### src/rtl/mrrm_pkg.sv
package mrrm_pkg;

    localparam int MAX_REGS    = 8;
    localparam int RESULT_CAP  = 8;
    localparam int MAX_FRAME   = 256;
    localparam int MIN_FRAME   = 5;
    localparam int HEADER_LEN  = 3;
    localparam int REG_IDX_W   = $clog2(MAX_REGS);
    localparam int TOTAL_W     = $clog2(MAX_FRAME + 1);
    localparam int COUNT_W     = 4;
    localparam int CNT_W       = (REG_IDX_W > 3) ? REG_IDX_W : 3;
    localparam int QUEUE_DEPTH = 2;
    localparam int IN_DATA_W   = 40;
    localparam int OUT_DATA_W  = 40;

    localparam logic [15:0] CRC_POLY        = 16'hA001;
    localparam logic [15:0] CRC_INIT        = 16'hFFFF;
    localparam logic [7:0]  SLAVE_ADDR_INIT = 8'h01;
    localparam int          EXC_FLAG_BIT    = 7;

    typedef enum logic [1:0] {
        OP_START   = 2'd0,
        OP_BYTE    = 2'd1,
        OP_TIMEOUT = 2'd2
    } op_t;

    typedef enum logic [1:0] {
        KIND_TX     = 2'd0,
        KIND_REG    = 2'd1,
        KIND_STATUS = 2'd2
    } kind_t;

    typedef enum logic [2:0] {
        ST_OK        = 3'd0,
        ST_TIMEOUT   = 3'd1,
        ST_INVALID   = 3'd2,
        ST_CRC       = 3'd3,
        ST_LENGTH    = 3'd4,
        ST_EXCEPTION = 3'd5
    } status_t;

    typedef enum logic [1:0] {
        JOB_REQUEST,
        JOB_REGS,
        JOB_STATUS
    } job_kind_t;

    typedef enum logic {
        PH_IDLE,
        PH_RECV
    } phase_t;

    typedef enum logic [1:0] {
        B_IDLE,
        B_REQ,
        B_REGS,
        B_STATUS
    } back_state_t;

    typedef struct packed {
        logic [1:0]         op;
        logic [7:0]         function_code;
        logic [15:0]        start_register;
        logic [COUNT_W-1:0] register_count;
        logic [7:0]         rx_byte;
    } in_item_t;

    typedef struct packed {
        job_kind_t          kind;
        logic [7:0]         slave;
        logic [7:0]         func;
        logic [15:0]        start;
        logic [COUNT_W-1:0] count;
        status_t            status;
        logic [7:0]         exc;
    } job_t;

    typedef struct packed {
        kind_t       kind;
        logic [7:0]  tx_byte;
        logic [2:0]  reg_index;
        logic [15:0] reg_value;
        status_t     status;
        logic [7:0]  exception_code;
        logic        last;
    } out_item_t;

    typedef struct packed {
        logic regs_done;
    } back_status_t;

    typedef logic [MAX_REGS-1:0][15:0] reg_store_t;

    function automatic logic [15:0] crc_fold(input logic [15:0] crc, input logic [7:0] b);
        logic [15:0] c;
        c = crc ^ {8'h00, b};
        for (int k = 0; k < 8; k++) begin
            c = c[0] ? ((c >> 1) ^ CRC_POLY) : (c >> 1);
        end
        return c;
    endfunction

endpackage

### src/rtl/mrrm_queue.sv
module mrrm_queue (
    input  logic           aclk,
    input  logic           aresetn,
    input  logic           push,
    input  mrrm_pkg::job_t push_job,
    output logic           full,
    input  logic           pop,
    output mrrm_pkg::job_t pop_job,
    output logic           empty
);
    import mrrm_pkg::*;

    localparam int PTR_W = (QUEUE_DEPTH > 1) ? $clog2(QUEUE_DEPTH) : 1;
    localparam int FILL_W = $clog2(QUEUE_DEPTH + 1);

    job_t              entry_reg [QUEUE_DEPTH];
    logic [PTR_W-1:0]  wr_ptr_reg, wr_ptr_next;
    logic [PTR_W-1:0]  rd_ptr_reg, rd_ptr_next;
    logic [FILL_W-1:0] fill_reg, fill_next;

    function automatic logic [PTR_W-1:0] ptr_inc(input logic [PTR_W-1:0] p);
        return (p == PTR_W'(QUEUE_DEPTH - 1)) ? '0 : p + PTR_W'(1);
    endfunction

    assign full    = (fill_reg == FILL_W'(QUEUE_DEPTH));
    assign empty   = (fill_reg == '0);
    assign pop_job = entry_reg[rd_ptr_reg];

    always_comb begin
        wr_ptr_next = push ? ptr_inc(wr_ptr_reg) : wr_ptr_reg;
        rd_ptr_next = pop ? ptr_inc(rd_ptr_reg) : rd_ptr_reg;
        fill_next   = fill_reg;
        if (push && !pop) begin
            fill_next = fill_reg + FILL_W'(1);
        end else if (pop && !push) begin
            fill_next = fill_reg - FILL_W'(1);
        end
    end

    always_ff @(posedge aclk) begin
        if (!aresetn) begin
            wr_ptr_reg <= '0;
            rd_ptr_reg <= '0;
            fill_reg   <= '0;
        end else begin
            wr_ptr_reg <= wr_ptr_next;
            rd_ptr_reg <= rd_ptr_next;
            fill_reg   <= fill_next;
        end
    end

    always_ff @(posedge aclk) begin
        if (push) begin
            entry_reg[wr_ptr_reg] <= push_job;
        end
    end

endmodule

### src/rtl/mrrm_front.sv
module mrrm_front (
    input  logic                   aclk,
    input  logic                   aresetn,
    input  logic                   cfg_we,
    input  logic [7:0]             cfg_wdata,
    input  logic                   in_valid,
    output logic                   in_ready,
    input  mrrm_pkg::in_item_t     in_item,
    output logic                   q_push,
    output mrrm_pkg::job_t         q_job,
    input  logic                   q_full,
    input  mrrm_pkg::back_status_t back_status,
    output mrrm_pkg::reg_store_t   reg_store
);
    import mrrm_pkg::*;

    phase_t             phase_reg, phase_next;
    logic [7:0]         slave_addr_reg;
    logic [15:0]        cbt_reg, cbt_next;
    logic [TOTAL_W-1:0] total_reg, total_next;
    logic [7:0]         resp_slave_reg, resp_slave_next;
    logic [7:0]         resp_func_reg, resp_func_next;
    logic [7:0]         resp_len_reg, resp_len_next;
    logic [15:0]        trail_reg, trail_next;
    logic [7:0]         want_func_reg, want_func_next;
    logic [COUNT_W-1:0] want_count_reg, want_count_next;
    logic [7:0]         high_reg, high_next;
    logic               regs_pending_reg, regs_pending_next;
    reg_store_t         store_reg;

    logic                 accept;
    logic                 store_we;
    logic [REG_IDX_W-1:0] store_idx;
    logic [TOTAL_W-1:0]   data_off;
    logic [TOTAL_W-2:0]   data_idx;
    logic [15:0]          byte_cbt;
    logic [15:0]          byte_trail;
    logic [TOTAL_W-1:0]   byte_total;
    logic                 byte_done;
    logic [TOTAL_W-1:0]   fin_total;
    logic [15:0]          fin_cbt;
    logic [15:0]          fin_trail;
    job_t                 fin_job;
    job_t                 req_job;

    // the register data is read by the back end, so hold new items while it is emitted
    assign in_ready  = !q_full && !regs_pending_reg;
    assign accept    = in_valid && in_ready;
    assign reg_store = store_reg;

    // per-byte update of the frame tracking
    always_comb begin
        byte_total = total_reg + TOTAL_W'(1);
        byte_trail = {trail_reg[7:0], in_item.rx_byte};
        byte_cbt   = (total_reg >= TOTAL_W'(2)) ? crc_fold(cbt_reg, trail_reg[15:8]) : cbt_reg;
        data_off   = total_reg - TOTAL_W'(HEADER_LEN);
        data_idx   = data_off[TOTAL_W-1:1];
        byte_done  = (byte_total >= TOTAL_W'(MIN_FRAME)) &&
                     (resp_func_reg[EXC_FLAG_BIT] ||
                      byte_total >= TOTAL_W'(resp_len_reg) + TOTAL_W'(MIN_FRAME));
    end

    // frame-end checks, in priority order
    always_comb begin
        if (in_item.op == OP_BYTE) begin
            fin_total = byte_total;
            fin_cbt   = byte_cbt;
            fin_trail = byte_trail;
        end else begin
            fin_total = total_reg;
            fin_cbt   = cbt_reg;
            fin_trail = trail_reg;
        end
        fin_job        = '0;
        fin_job.kind   = JOB_STATUS;
        fin_job.count  = want_count_reg;
        fin_job.status = ST_OK;
        if (fin_total < TOTAL_W'(MIN_FRAME)) begin
            fin_job.status = ST_TIMEOUT;
        end else if (resp_slave_reg != slave_addr_reg || resp_func_reg != want_func_reg) begin
            if (resp_func_reg[EXC_FLAG_BIT]) begin
                fin_job.status = ST_EXCEPTION;
                fin_job.exc    = resp_len_reg;
            end else begin
                fin_job.status = ST_INVALID;
            end
        end else if (fin_cbt != {fin_trail[7:0], fin_trail[15:8]}) begin
            fin_job.status = ST_CRC;
        end else if (resp_len_reg != {3'b000, want_count_reg, 1'b0} ||
                     {4'b0000, want_count_reg} > 8'(MAX_REGS) ||
                     {4'b0000, want_count_reg} > 8'(RESULT_CAP)) begin
            fin_job.status = ST_LENGTH;
        end else if (want_count_reg != '0) begin
            fin_job.kind = JOB_REGS;
        end
    end

    always_comb begin
        req_job       = '0;
        req_job.kind  = JOB_REQUEST;
        req_job.slave = slave_addr_reg;
        req_job.func  = in_item.function_code;
        req_job.start = in_item.start_register;
        req_job.count = in_item.register_count;
    end

    always_comb begin
        phase_next      = phase_reg;
        cbt_next        = cbt_reg;
        total_next      = total_reg;
        resp_slave_next = resp_slave_reg;
        resp_func_next  = resp_func_reg;
        resp_len_next   = resp_len_reg;
        trail_next      = trail_reg;
        want_func_next  = want_func_reg;
        want_count_next = want_count_reg;
        high_next       = high_reg;
        q_push          = 1'b0;
        q_job           = fin_job;
        store_we        = 1'b0;
        store_idx       = data_idx[REG_IDX_W-1:0];

        if (accept) begin
            case (in_item.op)
                OP_START: begin
                    q_push          = 1'b1;
                    q_job           = req_job;
                    want_func_next  = in_item.function_code;
                    want_count_next = in_item.register_count;
                    cbt_next        = CRC_INIT;
                    total_next      = '0;
                    resp_slave_next = '0;
                    resp_func_next  = '0;
                    resp_len_next   = '0;
                    trail_next      = '0;
                    high_next       = '0;
                    phase_next      = PH_RECV;
                end
                OP_BYTE: begin
                    if (phase_reg == PH_RECV && total_reg < TOTAL_W'(MAX_FRAME)) begin
                        cbt_next   = byte_cbt;
                        trail_next = byte_trail;
                        total_next = byte_total;
                        if (total_reg == TOTAL_W'(0)) begin
                            resp_slave_next = in_item.rx_byte;
                        end else if (total_reg == TOTAL_W'(1)) begin
                            resp_func_next = in_item.rx_byte;
                        end else if (total_reg == TOTAL_W'(2)) begin
                            resp_len_next = in_item.rx_byte;
                        end else if (!data_off[0]) begin
                            high_next = in_item.rx_byte;
                        end else begin
                            store_we = ({1'b0, data_idx} < TOTAL_W'(MAX_REGS));
                        end
                        if (byte_done) begin
                            q_push     = 1'b1;
                            phase_next = PH_IDLE;
                        end
                    end
                end
                OP_TIMEOUT: begin
                    if (phase_reg == PH_RECV) begin
                        q_push     = 1'b1;
                        phase_next = PH_IDLE;
                    end
                end
                default: ;
            endcase
        end

        if (q_push && q_job.kind == JOB_REGS) begin
            regs_pending_next = 1'b1;
        end else if (back_status.regs_done) begin
            regs_pending_next = 1'b0;
        end else begin
            regs_pending_next = regs_pending_reg;
        end
    end

    always_ff @(posedge aclk) begin
        if (!aresetn) begin
            phase_reg        <= PH_IDLE;
            slave_addr_reg   <= SLAVE_ADDR_INIT;
            cbt_reg          <= CRC_INIT;
            total_reg        <= '0;
            resp_slave_reg   <= '0;
            resp_func_reg    <= '0;
            resp_len_reg     <= '0;
            trail_reg        <= '0;
            want_func_reg    <= '0;
            want_count_reg   <= '0;
            high_reg         <= '0;
            regs_pending_reg <= 1'b0;
        end else begin
            phase_reg        <= phase_next;
            if (cfg_we) begin
                slave_addr_reg <= cfg_wdata;
            end
            cbt_reg          <= cbt_next;
            total_reg        <= total_next;
            resp_slave_reg   <= resp_slave_next;
            resp_func_reg    <= resp_func_next;
            resp_len_reg     <= resp_len_next;
            trail_reg        <= trail_next;
            want_func_reg    <= want_func_next;
            want_count_reg   <= want_count_next;
            high_reg         <= high_next;
            regs_pending_reg <= regs_pending_next;
        end
    end

    always_ff @(posedge aclk) begin
        if (store_we) begin
            store_reg[store_idx] <= {high_reg, in_item.rx_byte};
        end
    end

endmodule

### src/rtl/mrrm_back.sv
module mrrm_back (
    input  logic                   aclk,
    input  logic                   aresetn,
    input  logic                   q_empty,
    input  mrrm_pkg::job_t         q_job,
    output logic                   q_pop,
    input  mrrm_pkg::reg_store_t   reg_store,
    output mrrm_pkg::back_status_t back_status,
    output logic                   out_valid,
    input  logic                   out_ready,
    output mrrm_pkg::out_item_t    out_item
);
    import mrrm_pkg::*;

    back_state_t      state_reg, state_next;
    job_t             job_reg, job_next;
    logic [CNT_W-1:0] cnt_reg, cnt_next;
    logic [15:0]      crc_reg, crc_next;
    logic             valid_reg, valid_next;
    out_item_t        out_reg, out_next;

    logic       load;
    logic [7:0] req_byte;
    logic       regs_last;

    assign load      = !valid_reg || out_ready;
    assign out_valid = valid_reg;
    assign out_item  = out_reg;
    assign regs_last = (COUNT_W'(cnt_reg) + COUNT_W'(1)) == job_reg.count;

    always_comb begin
        case (cnt_reg[2:0])
            3'd0:    req_byte = job_reg.slave;
            3'd1:    req_byte = job_reg.func;
            3'd2:    req_byte = job_reg.start[15:8];
            3'd3:    req_byte = job_reg.start[7:0];
            3'd4:    req_byte = 8'h00;
            3'd5:    req_byte = {4'h0, job_reg.count};
            3'd6:    req_byte = crc_reg[7:0];
            default: req_byte = crc_reg[15:8];
        endcase
    end

    always_comb begin
        state_next  = state_reg;
        job_next    = job_reg;
        cnt_next    = cnt_reg;
        crc_next    = crc_reg;
        valid_next  = load ? 1'b0 : valid_reg;
        out_next    = out_reg;
        q_pop       = 1'b0;
        back_status = '0;

        case (state_reg)
            B_IDLE: begin
                if (!q_empty) begin
                    q_pop    = 1'b1;
                    job_next = q_job;
                    cnt_next = '0;
                    crc_next = CRC_INIT;
                    case (q_job.kind)
                        JOB_REQUEST: state_next = B_REQ;
                        JOB_REGS:    state_next = B_REGS;
                        default:     state_next = B_STATUS;
                    endcase
                end
            end
            B_REQ: begin
                if (load) begin
                    valid_next   = 1'b1;
                    out_next     = '0;
                    out_next.kind    = KIND_TX;
                    out_next.tx_byte = req_byte;
                    out_next.status  = ST_OK;
                    out_next.last    = (cnt_reg[2:0] == 3'd7);
                    // crc runs over the six header bytes as they go out
                    if (cnt_reg[2:0] < 3'd6) begin
                        crc_next = crc_fold(crc_reg, req_byte);
                    end
                    cnt_next = cnt_reg + CNT_W'(1);
                    if (cnt_reg[2:0] == 3'd7) begin
                        state_next = B_IDLE;
                    end
                end
            end
            B_REGS: begin
                if (load) begin
                    valid_next         = 1'b1;
                    out_next           = '0;
                    out_next.kind      = KIND_REG;
                    out_next.reg_index = cnt_reg[2:0];
                    out_next.reg_value = reg_store[cnt_reg[REG_IDX_W-1:0]];
                    out_next.status    = ST_OK;
                    out_next.last      = regs_last;
                    cnt_next           = cnt_reg + CNT_W'(1);
                    if (regs_last) begin
                        back_status.regs_done = 1'b1;
                        state_next            = B_IDLE;
                    end
                end
            end
            B_STATUS: begin
                if (load) begin
                    valid_next              = 1'b1;
                    out_next                = '0;
                    out_next.kind           = KIND_STATUS;
                    out_next.status         = job_reg.status;
                    out_next.exception_code = job_reg.exc;
                    out_next.last           = 1'b1;
                    state_next              = B_IDLE;
                end
            end
            default: state_next = B_IDLE;
        endcase
    end

    always_ff @(posedge aclk) begin
        if (!aresetn) begin
            state_reg <= B_IDLE;
            valid_reg <= 1'b0;
        end else begin
            state_reg <= state_next;
            valid_reg <= valid_next;
        end
    end

    always_ff @(posedge aclk) begin
        job_reg <= job_next;
        cnt_reg <= cnt_next;
        crc_reg <= crc_next;
        out_reg <= out_next;
    end

endmodule

### src/rtl/modbus_rtu_read_master_unit.sv
// channel | dir | tdata fields (low bit up)                                   | tuser | tlast
// s_      | in  | function_code, start_register, register_count, rx_byte     | op    | -
// m_      | out | tx_byte, reg_index, reg_value, status, exception_code       | kind  | last
// cfg     | in  | slave_address, written when cfg_we is high                  | -     | -
//
// the front end folds each received byte into the crc and hands finished work to a
// two-entry job queue. the back end pops a job and then gives one result per cycle while
// the output is not stalled: a start item gives eight request bytes, a register run one
// result per register, a status job one. input stalls when the queue is full and while
// register results are being sent. synchronous reset, no clearing pass.
module modbus_rtu_read_master_unit (
    input  logic                                aclk,
    input  logic                                aresetn,
    input  logic                                cfg_we,
    input  logic [7:0]                          cfg_wdata,
    input  logic                                s_tvalid,
    output logic                                s_tready,
    // function_code, start_register, register_count, rx_byte, zero pad
    input  logic [mrrm_pkg::IN_DATA_W-1:0]      s_tdata,
    // op
    input  logic [1:0]                          s_tuser,
    output logic                                m_tvalid,
    input  logic                                m_tready,
    // tx_byte, reg_index, reg_value, status, exception_code, zero pad
    output logic [mrrm_pkg::OUT_DATA_W-1:0]     m_tdata,
    // kind
    output logic [1:0]                          m_tuser,
    output logic                                m_tlast
);
    import mrrm_pkg::*;

    in_item_t     in_item;
    job_t         push_job;
    job_t         pop_job;
    logic         q_push;
    logic         q_pop;
    logic         q_full;
    logic         q_empty;
    back_status_t back_status;
    reg_store_t   reg_store;
    out_item_t    out_item;

    assign in_item.op             = s_tuser;
    assign in_item.function_code  = s_tdata[7:0];
    assign in_item.start_register = s_tdata[23:8];
    assign in_item.register_count = s_tdata[27:24];
    assign in_item.rx_byte        = s_tdata[35:28];

    mrrm_front u_front (
        .aclk        (aclk),
        .aresetn     (aresetn),
        .cfg_we      (cfg_we),
        .cfg_wdata   (cfg_wdata),
        .in_valid    (s_tvalid),
        .in_ready    (s_tready),
        .in_item     (in_item),
        .q_push      (q_push),
        .q_job       (push_job),
        .q_full      (q_full),
        .back_status (back_status),
        .reg_store   (reg_store)
    );

    mrrm_queue u_queue (
        .aclk     (aclk),
        .aresetn  (aresetn),
        .push     (q_push),
        .push_job (push_job),
        .full     (q_full),
        .pop      (q_pop),
        .pop_job  (pop_job),
        .empty    (q_empty)
    );

    mrrm_back u_back (
        .aclk        (aclk),
        .aresetn     (aresetn),
        .q_empty     (q_empty),
        .q_job       (pop_job),
        .q_pop       (q_pop),
        .reg_store   (reg_store),
        .back_status (back_status),
        .out_valid   (m_tvalid),
        .out_ready   (m_tready),
        .out_item    (out_item)
    );

    assign m_tdata = {2'b00, out_item.exception_code, out_item.status, out_item.reg_value,
                      out_item.reg_index, out_item.tx_byte};
    assign m_tuser = out_item.kind;
    assign m_tlast = out_item.last;

endmodule

### config.mk
export PLATFORM = sky130hd
export DESIGN_NAME = modbus_rtu_read_master_unit
export DESIGN_NICKNAME = d
export VERILOG_FILES = /design/src/rtl/mrrm_pkg.sv /design/src/rtl/mrrm_queue.sv /design/src/rtl/mrrm_front.sv /design/src/rtl/mrrm_back.sv /design/src/rtl/modbus_rtu_read_master_unit.sv
export SDC_FILE = /design/constraint.sdc
export NUM_CORES = 1
export LEC_CHECK = 0
export ABC_AREA = 1
export BUFFER_PORTS_ARGS = -buffer_cell sky130_fd_sc_hd__buf_2
export CAP_MARGIN = 15
export CORE_AREA = 8 8 187 189
export CTS_CLUSTER_DIAMETER = 120
export DETAILED_ROUTE_END_ITERATION = 10
export DIE_AREA = 0 0 195 197
export PLACE_DENSITY = 0.79
export SYNTH_ARGS = -nofsm -noshare
export SYNTH_HDL_FRONTEND = slang
export SYNTH_SLANG_ARGS = --single-unit
### constraint.sdc
create_clock -name aclk -period 7.37 [get_ports aclk]
set_input_delay 2.211 -clock aclk [delete_from_list [all_inputs] [get_ports aclk]]
set_output_delay 2.211 -clock aclk [all_outputs]
set_load 0.05 [all_outputs]
==> metrics.txt, run 1 <==
clock power share=0.282; # Post-CTS Setup Buffers=0; I/O pin count=100; first-pass GRT wire length=70.5 mm; drt first-iter violations=1,290; global route hottest layer=met2; drt drc=0; post-synth cell types=49; CP peak stage delay=860 ps; CP arrival=about 5600 ps; hold_ws=approximately 450 ps; GRT Overall Usage=0.228; RSZ-0062 raised after global routing=no; buffer and inverter count on the worst path=5; Worst Path Max Fanout=32; grt ovf=0; register area share after synthesis=0.627; Switching Share=0.359; Hold-fix buffers, CTS=0; worst endpoint required time=7840 ps; slowest cell on the critical path=ha_1; Setup TNS=0 ps; asr flop ratio synth=0; crit path time final=roughly 5100 ps; clock-pin slew on the worst setup and hold paths=around 60 ps; Post-synth EDFFs=333; clock latency on the worst-skew pair=550 ps; pwr/cell area=~370 nW/µm²; outcome=finished clean; Root Buffer Master=clkbuf_16; Final Max Slew Viols=0; synthesized area=19,200 µm²; Post-CTS Resized=0; GR Util met2=0.372; Synth area leaders=edfxtp_1, dfxtp_1, nand2_1, o21ai_0, a21oi_1; Setup Viol. Count Final=0; Slew HR=0.217; cells after synthesis=1,878; Int Power=0.00509 W; Filler cells=2,355; final WL=44.6 mm; switching power total=0.00285 W; Comb pwr share=0.311; Final period util=0.693; top cell type's share of synthesized area=0.520; Reg area=approximately 12,000 µm²; crit path capture type=flip-flop; Final Hold Viols=0; final net count=between 2,000 and 2,500; antenna cells=0; Pleak=8.48 nW; Syn. warnings=0; sequential power share=0.407; Main synth FF type=edfxtp_1; htree depth=2; cell taking the most area after synthesis=edfxtp_1; Starting Density=0.600; worst hold path class=reg2reg; Clock Path Buffers=3; DR vias/cell=5.76; mean area per synthesized cell=just over 10 µm²; vias=13,800; area of the multi-input gates=6240 µm²; CP Launch Type=input port; Die Wd=195 µm; met3 Use GR=0.0399; Final GP Congestion=0.922; DIE AREA=38,400 µm²; critical path class=in2reg; FMAX=0.196 GHz; IR Drop Worst-Case VDD=around 0.26 mV; vias in the first global route=13,300; clk_skew=about 16 ps; area grow syn2layout=12.0%; Seq cells post-synth=~440; leading cell type by number of instances after synthesis=nand2_1; delay-heaviest family, CP=compound AO/OA/AOI/OAI gates; CTS buffer count=42; die height=197 µm; Antenna Nets Post-Route=0; crit-path most repeated cell=nand2_1; initial antenna violation count=0; CTS Sinks=436; CTS tree=yes; layout cell share with drive strength beyond 1=0.138; worst slew pin tran=1170 ps; post-DP HPWL=28.4 mm; DR pass1 iterations=5; max-cap viol count=0; Avg WL per Cell=18.6 µm; CP cell instances=buf_2 -> inv_1 -> ha_1 -> inv_1 -> nand2_1 -> nand2_1 -> buf_4 -> inv_2 -> nand2_1 -> a211oi_2 -> o21ai_0 -> a21oi_1; top post-synthesis cells by count=nand2_1, edfxtp_1, nor2_1; FP Rows=66; max FFs per register=128; grt met1 use=0.310; Buffers on Ports=slightly above 90; largest net degree at the start of global routing=72; total core area=32,000 µm²
==> cell type report <==
class / instances / area share
clock buffer: 56 / 0.0541
clock inverter: 21 / 0.0127
inverter: 162 / 0.0283
multi-input combinational: 1198 / 0.290
sequential: 436 / 0.560
tap: 408 / 0.0237
timing repair buffer: 120 / 0.0316
==> placed cells by master (no fill, tap or decap), types with 4 or more instances in the layout <==
| master | netlist | layout |
|---|---|---|
| a211oi_1 | 8 | 8 |
| a21oi_1 | 134 | 133 |
| buf_2 | 10 | 93 |
| buf_4 | 3 | 26 |
| bufinv_16 | 0 | 6 |
| clkbuf_1 | 59 | 9 |
| clkbuf_16 | 0 | 43 |
| clkbuf_8 | 0 | 4 |
| clkinv_1 | 4 | 6 |
| clkinv_2 | 0 | 4 |
| dfxtp_1 | 103 | 102 |
| edfxtp_1 | 333 | 333 |
| ha_1 | 30 | 30 |
| inv_1 | 150 | 150 |
| inv_2 | 7 | 7 |
| mux2_2 | 47 | 47 |
| nand2_1 | 408 | 408 |
| nand3_1 | 94 | 94 |
| nand3b_1 | 6 | 6 |
| nand4_1 | 12 | 12 |
| nor2_1 | 162 | 161 |
| nor2_4 | 2 | 4 |
| nor3_1 | 20 | 18 |
| o21ai_0 | 150 | 150 |
| o22ai_1 | 33 | 33 |
| or2_2 | 11 | 11 |
| xnor2_1 | 18 | 18 |
| xor2_1 | 26 | 26 |
==> final timing paths <==
kind	from	end	slack, ps	cells past startpoint
worst max-delay path	s_tuser[0]	u_front.high_reg[3]$_SDFFE_PN0P_	2270	12
worst min-delay path	u_queue.rd_ptr_reg$_SDFFE_PN0P_	flip-flop	450	1
worst max register to register	u_back.cnt_reg[1]$_SDFFCE_PP0P_	u_back.crc_reg[0]$_SDFFCE_PN1P_	3200	14
worst min register to register	u_queue.rd_ptr_reg$_SDFFE_PN0P_	flip-flop	450	1
==> per-layer routing <==
layer | vias up | routed length [µm]
met1 | 6600 | 19300
met4 | 0 | 1090
met5 | - | 0
li1 | 6592 | -
met3 | 78 | 3330
met2 | 570 | 20900
==> through the flow <==
step | worst slack, ps | cells | power (W) | area (µm²) | utilization
after floorplan | 1460 | 1879 | 0.00507 | 19200 | -
after global placement | 1870 | 2323 | 0.00561 | 20100 | 0.627
after detailed placement | 1730 | 2323 | 0.00569 | 20100 | 0.627
after CTS | 2300 | 2400 | 0.00793 | 21500 | 0.672
after global routing | 1870 | 2401 | 0.00831 | 21500 | 0.672
final | 2270 | 2401 | 0.00793 | 21500 | 0.672
==> power by group through the flow <==
stage	logic, W	registers [W]	clock network [W]
detailed placement	0.00242	0.00328	0
global placement	0.00234	0.00327	0
global route	0.00270	0.00326	0.00235
CTS	0.00245	0.00323	0.00226
finish	0.00247	0.00323	0.00224
floorplan	0.00145	0.00362	0
==> kinds of logic (layout without fill, tap and decap cells) <==
kind of cell,count (synthesis),in the layout,share of synthesized area
xor gates and xnor gates,44,44,0.0200
DFF,436,436,0.627
muxes,48,48,0.0281
and+or+nand+nor,732,732,0.159
other,1,2,0.000195
AOI/OAI and AO/OA,342,342,0.0950
adders and majority gates,30,30,0.0195
buffers and inverters,245,359,0.0504
Power figures use the tool's default switching activity.
==> run 2: changes to the inputs <==
--- a/config.mk
+++ b/config.mk
@@ -5,13 +5,13 @@
 export SDC_FILE = /design/constraint.sdc
 export NUM_CORES = 1
 export LEC_CHECK = 0
-export ABC_AREA = 1
+export ABC_AREA = 0
 export BUFFER_PORTS_ARGS = -buffer_cell sky130_fd_sc_hd__buf_2
 export CAP_MARGIN = 15
-export CORE_AREA = 8 8 187 189
+export CORE_AREA = 8 8 186 188
 export CTS_CLUSTER_DIAMETER = 120
 export DETAILED_ROUTE_END_ITERATION = 10
-export DIE_AREA = 0 0 195 197
+export DIE_AREA = 0 0 194 196
 export PLACE_DENSITY = 0.79
 export SYNTH_ARGS = -nofsm -noshare
 export SYNTH_HDL_FRONTEND = slang
==> constraint.sdc (replaced) <==
create_clock -name aclk -period 4.7 [get_ports aclk]
set_input_delay 1.41 -clock aclk [delete_from_list [all_inputs] [get_ports aclk]]
set_output_delay 1.41 -clock aclk [all_outputs]
set_load 0.05 [all_outputs]
==> run 2 against run 1 <==
Effect of this change:
- non-clock buffer count increased by 20
- synthesized area decreased by 1.5%
- combinational power increased by 65%
- final cell count decreased by 18%
- synthesized cell count decreased by 24%
- core utilization about the same
- clock skew decreased by 3.4 ps
- clock power increased by 54%
- flip-flop and latch count unchanged
- clock-buffer cell count increased by 5
- largest power group unchanged
- worst hold slack improved by 21 ps
- routed wire length decreased by 8.5%
==> metrics.txt, run 2 <==
outcome=finished clean; vias in the first global route=11,600; Starting Density=0.594; Setup TNS=0 ps; Buffers on Ports=93; drt drc=0; Slew HR=0.300; most frequent cells in the layout=edfxtp_1, nand2_1, nor2_1, dfxtp_1, buf_2; Worst Path Max Fanout=13; htree depth=2; Final Max Slew Viols=0; max-cap viol count=0; CTS tree=yes; top post-synthesis cells by count=edfxtp_1, nand2_1, nor2_1; Final period util=0.829; dpl ws=approximately 560 ps; commonest non-fill, non-tap cell in the layout=edfxtp_1; asr flop ratio synth=0; Post-synth EDFFs=333; antenna cells=0; total core area=roughly 32,000 µm²; critical path class=reg2reg; crit path time final=3890 ps; clock power share=0.275; drt first-iter violations=about 1,100; clock-pin slew on the worst setup and hold paths=60 ps; leading cell type by number of instances after synthesis=edfxtp_1; initial antenna violation count=3; mean area per synthesized cell=about 13 µm²; Worst Hold Endpoint=u_front.want_func_reg[7]$_SDFFE_PN0P_; CP Launch Type=flip-flop; pwr/cell area=584 nW/µm²; FF-to-FF Start=u_back.cnt_reg[0]$_SDFFCE_PP0P_; area grow syn2layout=13.1%; post-DP HPWL=around 27 mm; Root Buffer Master=clkbuf_16; I/O pin count=100; Syn. warnings=0; die height=196 µm; IR Drop Worst-Case VDD=~0.45 mV; synthesized area=18,900 µm²; Seq cells post-synth=about 440; Avg WL per Cell=20.7 µm; Clock Path Buffers=3; largest net degree at the start of global routing=50; worst endpoint required time=4960 ps; clock latency on the worst-skew pair=540 ps; top cell type's share of synthesized area=0.528; Die Wd=194 µm; register area share after synthesis=0.637; worst hold path class=reg2reg; Switching Share=0.323; vias=~12,000; Final Hold Viols=0; worst slew pin tran=about 1100 ps; R2R Path End=u_back.crc_reg[0]$_SDFFCE_PN1P_; Filler cells=2,270; RSZ-0062 raised after global routing=no; Setup Viol. Count Final=0; Synth area leaders=edfxtp_1, dfxtp_1, mux4_2, mux2_2, mux2i_1; grt ovf=0; Reg2Reg Depth=11; Final GP Congestion=about 0.92; clk_skew=12.1 ps; final WL=40.8 mm; switching power total=just over 0.004 W; DR pass1 iterations=7; first-pass GRT wire length=64.3 mm; Pleak=about 7.8 nW; sequential power share=0.400; final net count=1,616; CTS buffer count=43; Comb pwr share=0.325; max FFs per register=128; register-to-register setup slack=810 ps; Antenna Nets Post-Route=0; CTS Sinks=436; FP Rows=66; GRT Overall Usage=0.212; min-delay src=u_front.want_func_reg[7]$_SDFFE_PN0P_; final worst slack=806 ps; DIE AREA=38,000 µm²; cells after synthesis=1,424; CP arrival=4150 ps; Int Power=0.00847 W; cell taking the most area after synthesis=edfxtp_1; worst hold stages=2; layout cell share with drive strength beyond 1=0.197; post-synth cell types=71; Hold-fix buffers, CTS=0; crit path capture type=flip-flop; FMAX=between 0.2 and 0.3 GHz; Post-CTS Resized=0; Main synth FF type=edfxtp_1; # Post-CTS Setup Buffers=0; DR vias/cell=5.95
-- run 2: power by group through the flow --
stage | clock (W) | combinational, W | sequential [W]
CTS | 0.00349 | 0.00405 | 0.00501
floorplan | 0 | 0.00261 | 0.00565
detailed placement | 0 | 0.00403 | 0.00509
finish | 0.00344 | 0.00407 | 0.00500
global placement | 0 | 0.00396 | 0.00507
global route | 0.00364 | 0.00436 | 0.00505
-- run 2: kinds of logic after synthesis --
logic type / synth area share
xor gates and xnor gates: 0.0484
DFF: 0.637
muxes: 0.0941
buffers and inverters: 0.0274
AOI/OAI and AO/OA: 0.0741
and+or+nand+nor: 0.0991
other: 0.000198
adders and majority gates: 0.0198
-- run 2: layer usage --
layer	up-vias	track usage	wire length, µm	part of all wire
met5	-	0	16	0.00039
met4	4	0.0577	881	0.022
met3	85	0.0343	2550	0.063
met2	383	0.345	19600	0.48
met1	5853	0.296	17800	0.44
li1	5427	-	-	-
-- run 2: worst max-delay path by stage --
stage / start / end / slack (ps)
6_report: u_back.cnt_reg[0]$_SDFFCE_PP0P_ / u_back.crc_reg[0]$_SDFFCE_PN1P_ / 810
5_1_grt: u_back.cnt_reg[0]$_SDFFCE_PP0P_ / u_back.crc_reg[0]$_SDFFCE_PN1P_ / 650
4_1_cts: u_back.cnt_reg[1]$_SDFFCE_PP0P_ / u_back.crc_reg[0]$_SDFFCE_PN1P_ / 820
3_5_place_dp: s_tuser[1] / u_queue.entry_reg[0][47]$_DFFE_PP_ / 560
3_3_place_gp: s_tuser[1] / u_queue.entry_reg[0][48]$_DFFE_PP_ / 620
2_1_floorplan: s_tuser[1] / u_queue.entry_reg[1][0]$_DFFE_PP_ / 370
-- run 2: metrics by stage --
step	power, W	instance area, µm²	hold WS [ps]	util	std cells
4_1_cts	0.0126	21400	477	0.671	1973
5_1_grt	0.0130	21400	486	0.672	1974
6_report	0.0125	21400	476	0.672	1974
2_1_floorplan	0.00826	18900	448	-	1425
3_3_place_gp	0.00903	20000	459	0.626	1893
3_5_place_dp	0.00912	20000	468	0.626	1893
-- run 2: layout make-up --
type	count	area, µm²	share of cell area
clock buffer	61	1260	0.0586
clock inverter	19	188	0.00876
inverter	47	176	0.00823
multi-input combinational	863	6370	0.298
sequential	436	12100	0.563
tap	408	510	0.0238
timing repair buffer	140	856	0.0399
-- run 2: worst max-delay path, stage by stage, from the launching register on --
cell,delay (ps)
edfxtp_1,470
inv_1,140
ha_1,150
buf_4,200
or3_4,180
or2_0,550
a41oi_2,250
xnor2_1,410
xor3_1,520
xnor3_2,420
xnor3_1,280
nand2_1,50
